File: src/hw/rtl/spnh_pkg.sv
// Shared types, constants and state encoding for the segment/polygon nearest-hit block.
package spnh_pkg;

    localparam int unsigned RATIO_SCALE_DEF = 100;
    localparam int unsigned DIST_W = 34;
    localparam logic [DIST_W-1:0] DIST_INIT = 34'd999999999;
    localparam int unsigned CFG_IDX_W = 2;
    localparam int unsigned CFG_DATA_W = 16;
    localparam int unsigned NUM_W = 35;
    localparam int unsigned QUOT_W = 46;

    localparam logic [CFG_IDX_W-1:0] REG_SEG_START_X = 2'd0;
    localparam logic [CFG_IDX_W-1:0] REG_SEG_START_Y = 2'd1;
    localparam logic [CFG_IDX_W-1:0] REG_SEG_END_X = 2'd2;
    localparam logic [CFG_IDX_W-1:0] REG_SEG_END_Y = 2'd3;

    typedef struct packed {
        logic signed [15:0] vertex_x;
        logic signed [15:0] vertex_y;
        logic               last_vertex;
    } t_in_word;

    typedef struct packed {
        logic [7:0]         hit_count;
        logic signed [15:0] hit_x;
        logic signed [15:0] hit_y;
        logic               point_valid;
    } t_out_word;

    typedef enum logic [3:0] {
        ST_IDLE,
        ST_PROD,
        ST_NUM,
        ST_DIV1,
        ST_CHK1,
        ST_DIV2,
        ST_CHK2,
        ST_HMUL,
        ST_HDIV,
        ST_DIST,
        ST_UPD,
        ST_DONE
    } t_state;

    // controller -> datapath
    typedef struct packed {
        logic load;       // capture input vertex
        logic prod;       // edge deltas and products
        logic num;        // numerators and denominator
        logic div_start1;
        logic div_start2;
        logic hmul;
        logic hscale;     // hit-point offsets scaled by 1/RATIO_SCALE
        logic hpt;        // hit point and squared distance
        logic update;     // count and best update
        logic advance;    // prev <= vertex
        logic clear;      // end of polygon
        logic emit;
    } t_cmd;

    // datapath -> controller
    typedef struct packed {
        logic have_prev;
        logic denom_zero;
        logic div_busy;
        logic ratio_ok;
        logic last;
        logic out_full;
    } t_status;

endpackage

File: src/hw/rtl/spnh_ctrl.sv
// Sequencer for one vertex: edge test, nearest-hit update and result emit.
module spnh_ctrl (
    input  logic              i_clk,
    input  logic              i_rst_n,
    input  logic              i_in_valid,
    output logic              o_in_stall,
    input  spnh_pkg::t_status i_status,
    output spnh_pkg::t_cmd    o_cmd
);
    import spnh_pkg::*;

    t_state r_state, n_state;

    always_ff @(posedge i_clk) begin
        if (!i_rst_n) r_state <= ST_IDLE;
        else r_state <= n_state;
    end

    always_comb begin
        n_state = r_state;
        o_cmd = '0;
        o_in_stall = 1'b1;
        case (r_state)
            ST_IDLE: begin
                o_in_stall = 1'b0;
                if (i_in_valid) begin
                    o_cmd.load = 1'b1;
                    n_state = ST_PROD;
                end
            end
            ST_PROD: begin
                if (!i_status.have_prev) begin
                    n_state = ST_DONE;
                end else begin
                    o_cmd.prod = 1'b1;
                    n_state = ST_NUM;
                end
            end
            ST_NUM: begin
                o_cmd.num = 1'b1;
                n_state = ST_DIV1;
            end
            ST_DIV1: begin
                if (i_status.denom_zero) begin
                    n_state = ST_DONE;
                end else begin
                    o_cmd.div_start1 = 1'b1;
                    n_state = ST_CHK1;
                end
            end
            ST_CHK1: begin
                if (!i_status.div_busy) n_state = i_status.ratio_ok ? ST_DIV2 : ST_DONE;
            end
            ST_DIV2: begin
                o_cmd.div_start2 = 1'b1;
                n_state = ST_CHK2;
            end
            ST_CHK2: begin
                if (!i_status.div_busy) n_state = i_status.ratio_ok ? ST_HMUL : ST_DONE;
            end
            ST_HMUL: begin
                o_cmd.hmul = 1'b1;
                n_state = ST_HDIV;
            end
            ST_HDIV: begin
                o_cmd.hscale = 1'b1;
                n_state = ST_DIST;
            end
            ST_DIST: begin
                o_cmd.hpt = 1'b1;
                n_state = ST_UPD;
            end
            ST_UPD: begin
                o_cmd.update = 1'b1;
                n_state = ST_DONE;
            end
            ST_DONE: begin
                if (!i_status.last) begin
                    o_cmd.advance = 1'b1;
                    n_state = ST_IDLE;
                end else if (!i_status.out_full) begin
                    o_cmd.advance = 1'b1;
                    o_cmd.emit = 1'b1;
                    o_cmd.clear = 1'b1;
                    n_state = ST_IDLE;
                end
            end
            default: n_state = ST_IDLE;
        endcase
    end
endmodule

File: config.mk
export PLATFORM = sky130hd
export DESIGN_NAME = spnh_ctrl
export DESIGN_NICKNAME = d
export VERILOG_FILES = /design/src/hw/rtl/spnh_pkg.sv /design/src/hw/rtl/spnh_ctrl.sv
export SDC_FILE = /design/constraint.sdc
export NUM_CORES = 1
export LEC_CHECK = 0
export BUFFER_PORTS_ARGS = -buffer_cell sky130_fd_sc_hd__buf_2
export CAP_MARGIN = 20
export CORE_AREA = 2 2 39 41
export CTS_CLUSTER_SIZE = 12
export DETAILED_ROUTE_END_ITERATION = 10
export DIE_AREA = 0 0 41 43
export GPL_TIMING_DRIVEN = 0
export PLACE_DENSITY_LB_ADDON = 0.15
export REMOVE_ABC_BUFFERS = 1
export SLEW_MARGIN = 20
export SYNTH_ARGS = -nofsm -noshare
export SYNTH_HDL_FRONTEND = slang
export SYNTH_SLANG_ARGS = --single-unit
File: constraint.sdc
create_clock -name i_clk -period 1.4 [get_ports i_clk]
set_input_delay 0.28 -clock i_clk [delete_from_list [all_inputs] [get_ports i_clk]]
set_output_delay 0.28 -clock i_clk [all_outputs]
set_load 0.01 [all_outputs]
## Word level (Yosys, flattened, before mapping)

Index checks and enable logic that the tools add are counted.

- Logic and storage cells: 45
- Register bits: 4
- Output and inout bits: 13
- Bits of input ports: 9

- Reductions and logical operators: 2
- Equality and inequality tests: 15
- Mux-type cells: 27

Operators by type and width:

| cell | number |
|---|---|
| $pmux 4 s12 | 1 |
| $mux 4 | 9 |
| $eq 4x3->1 const B | 4 |
| $eq 4x4->1 const B | 4 |
| $mux 1 | 14 |
| $eq 4x2->1 const B | 2 |
| $mux 3 | 2 |
| $ne 2x2->1 const B | 3 |
| $eq 4x1->1 const B | 1 |
| $logic_not 4->1 | 1 |
| $reduce_and 4->1 | 1 |
| $ne 3x3->1 const B | 1 |
| $mux 2 | 1 |

## Depth between registers and ports, before layout

- Depth after elaboration: 3
- Mapped depth: 5
- Mapped depth without buffers: 4

## Worst setup path before layout

No wires, ideal clock.

- Path kind: register -> output
- Start point: register r_state[0]
- End point: output port o_cmd[10] (netlist name)
- Required time: 1.120 ns
- Path buffers: 1
- Setup slack: -0.143 ns
- Arrival time: 1.263 ns
- Stages on the path, launching flop included: 4
- Cell sequence: dfxtp_1 > clkbuf_1 > nand2b_1 > nor4b_1

RTL lines:

| what | line | text |
|---|---|---|
| from (decl) | spnh_ctrl.sv:12 | `t_state r_state, n_state;` |
| from (signal assigned) | spnh_ctrl.sv:16 | `else r_state <= n_state;` |
| to (decl) | spnh_ctrl.sv:8 | `output spnh_pkg::t_cmd o_cmd` |

==> metrics.md <==
| Metric | Value |
|---|---|
| Wl on met1 | 659 µm |
| CP Capture Type | primary output |
| Setup TNS | -1146 ps |
| Drt first pass iters | 4 |
| YS warnings | 0 |
| Minimum clock period | 1574 ps |
| Least-Margin Pin Slew | 482.5 ps |
| GPL Wtd Cong | 0.7705 |
| Synth area leaders | dfxtp_1, nand2b_1, nand2_1, nor2_1, nor3_1 |
| Leak pwr | 0.4177 nW |
| Clk root buf | clkbuf_4 |
| CP max FO | 5 |
| Pint | 540.2 µW |
| VDD IR-drop max | 0.0004167 V |
| Flops & latches, synth | 4 |
| Met2 wire len | 841 µm |
| Leading register cell type out of synthesis | dfxtp_1 |
| Worst setup startpoint | r_state[1] |
| Initial antenna violation count | 0 |
| Routed WL per cell | 12.58 µm |
| Yosys top cell area share | 17.02% |
| Pwr/cell area | 966.9 mW/mm² |
| Post-placement cell area | 560.5 µm² |
| Final Cycle Share | 112.4% |
| Setup CP Type | flop to primary output |
| Inserted Diodes | 0 |
| Met3 WL | 58 µm |
| Top Registers | r_state: 4 flops |
| Full die area | 0.001763 mm² |
| Antenna Nets Post-Route | 0 |
| Mean area per synthesized cell | 6.818 µm² |
| Clock Skews | 5.334 ps |
| Req. time, crit path | 1120 ps |
| Max layer used | met3 |
| Starting density of the core | 34.00% |
| Total placed cells including tap cells | 100 |
| Net Switching | 319.9 µW |
| Gr usage total | 18.25% |
| Ys async rst share | 0% |
| Failing checks | setup timing |
| Chip height | 43 µm |
| Post-Syn Area | 470.5 µm² |
| Crit path DAT | 1290 ps |
| Endpoints failing hold | 0 |
| Hold Path Class | primary input to flop |
| Slew margin rel. | 67.00% |
| Routed wire length | 1560 µm |
| Clk pwr share | 16.5% |
| Combinational fraction of design power | 62.6% |
| Final-report setup violation count | 15 |
| Slew Viols, Final | 0 |
| Die W | 41 µm |
| First-pass GRT wire length | 2263 µm |
| Via/cell ratio | 5.218 |
| Num CTS Buffers | 3 |
| Sinks on Clock Net | 4 |
| Pwr Total | 860.1 µW |
| Commonest cells in the netlist | nand2_1, nor2_1, nand2b_1, nor3_1 |
| Sw frac | 37.20% |
| Worst-skew pair later-pin latency | 240 ps |
| Largest net degree at the start of global routing | 16 |
| Synth unique cells | 34 |
| Synthesized instance count | 69 |
| Nets | 119 |
| Fillers | 114 |
| Synth-to-layout area growth | 89.10% |
| Share of layout cells above drive strength 1 | 62.96% |
| IO buf count | 21 |
| Max cap viols | 0 |
| Core area | 0.001384 mm² |
| Reg with most FFs | r_state |
| Clk buf depth | 2 |
| Grt total ovfl | 0 |
| Routed via count | 647 |
| Register area share after synthesis | 17.02% |
| CTS tree | done |
| # IOs | 22 |
| Number of global-route vias before repair | 552 |
| Worst hold start | i_rst_n |
| DRC Markers | 0 |
| Row count | 14 |
| Final WS setup | -173.8 ps |
| Critical Path Source Type | flop |
| EDFF count, synth | 0 |
| DR iter-0 viols | 12 |
| Clock slew at reported path FFs | 40 ps |
| RSZ-0062 raised after global routing | yes |
| Min Hold Slack | 297.4 ps |
| Post-route cell area | 889.6 µm² |
| Status | finished, violations left |
| Reg power frac | 20.9% |
| H-tree levels | 1 |
| CTS hold repair buffers | 0 |
| DP Wirelength | 855.5 µm |
| Fin cells | 124 |
| Number of flip-flops under the largest register name | 4 |
| Worst r2r src | r_state[1] |
| Synth area leader | dfxtp_1 |
| Fmax | 635.4 MHz |
==> cell usage in the layout (no fill, tap or decap), drive strengths merged, types with 2 or more instances in the layout <==
cell type,netlist,final
dfxtp,4,4
buf,3,42
nand2,7,7
a21oi,4,4
a21boi,3,3
or4b,2,2
clkbuf,3,3
nor2,7,7
nand4b,2,2
nand2b,6,6
o21ai,4,4
nor3,5,5
and3,2,2
nor3b,2,2
==> critical path: stages (launching register included) <==
cell and delay, ps:
dfxtp_4 350, buf_12 130, buf_8 120, nand2b_4 140
nor3_2 170, buf_2 150
==> power by group through the flow <==
stage	logic, mW	clock network [mW]	registers (mW)
after floorplan	0.170	0	0.180
after global placement	0.236	0	0.206
after detailed placement	0.239	0	0.205
after CTS	0.350	0.146	0.203
after global routing	0.580	0.157	0.183
final	0.538	0.142	0.180
==> stage by stage <==
step	worst slack [ps]	util, %
finish	-173.8	64.29
global route	-202.6	64.29
CTS	-91.57	53.80
detailed placement	-274.9	40.51
global placement	-279.1	40.51
floorplan	-154.3	-
==> final cells by class <==
cell class              count  area [µm²]  area share [%]
clock buffers               3       22.52           2.532
well taps                  16       20.02           2.250
flip-flops and latches      4       95.09           10.69
repair buffers             42       311.5           35.02
inverters                   1       6.256          0.7032
multi-input cells          58       434.2           48.80
==> final timing paths <==
check / slack [ps] / end / depth (start not counted)
worst min-delay path: 300 / r_state[2] / 3
worst max-delay path: -170 / o_cmd[5] / 5
worst min register to register: 600 / r_state[2] / 2
worst max register to register: -120 / r_state[1] / 5
==> what timing repair did <==
action | 4_1_cts | 5_1_grt
pin swaps | 4 | 8
endpoints found under the hold margin | 0 | 0
endpoints found under the setup margin | 17 | 16
buffers inserted | 12 | 9
resized for setup | 22 | 15
==> kinds of logic after synthesis <==
group | count (synthesis) | share of synthesized area (%)
flip-flops | 4 | 17.02
AND/OR/NAND/NOR | 42 | 52.13
buffers and inverters | 7 | 8.243
AO/OA/AOI/OAI | 16 | 22.61
==> layer usage <==
metal,GRT usage (%),vias up
li1,-,329
met1,23.72,300
met2,28.75,18
met3,3.141,0
met4,6.667,0
met5,0,-
Power figures use the tool's default switching activity.
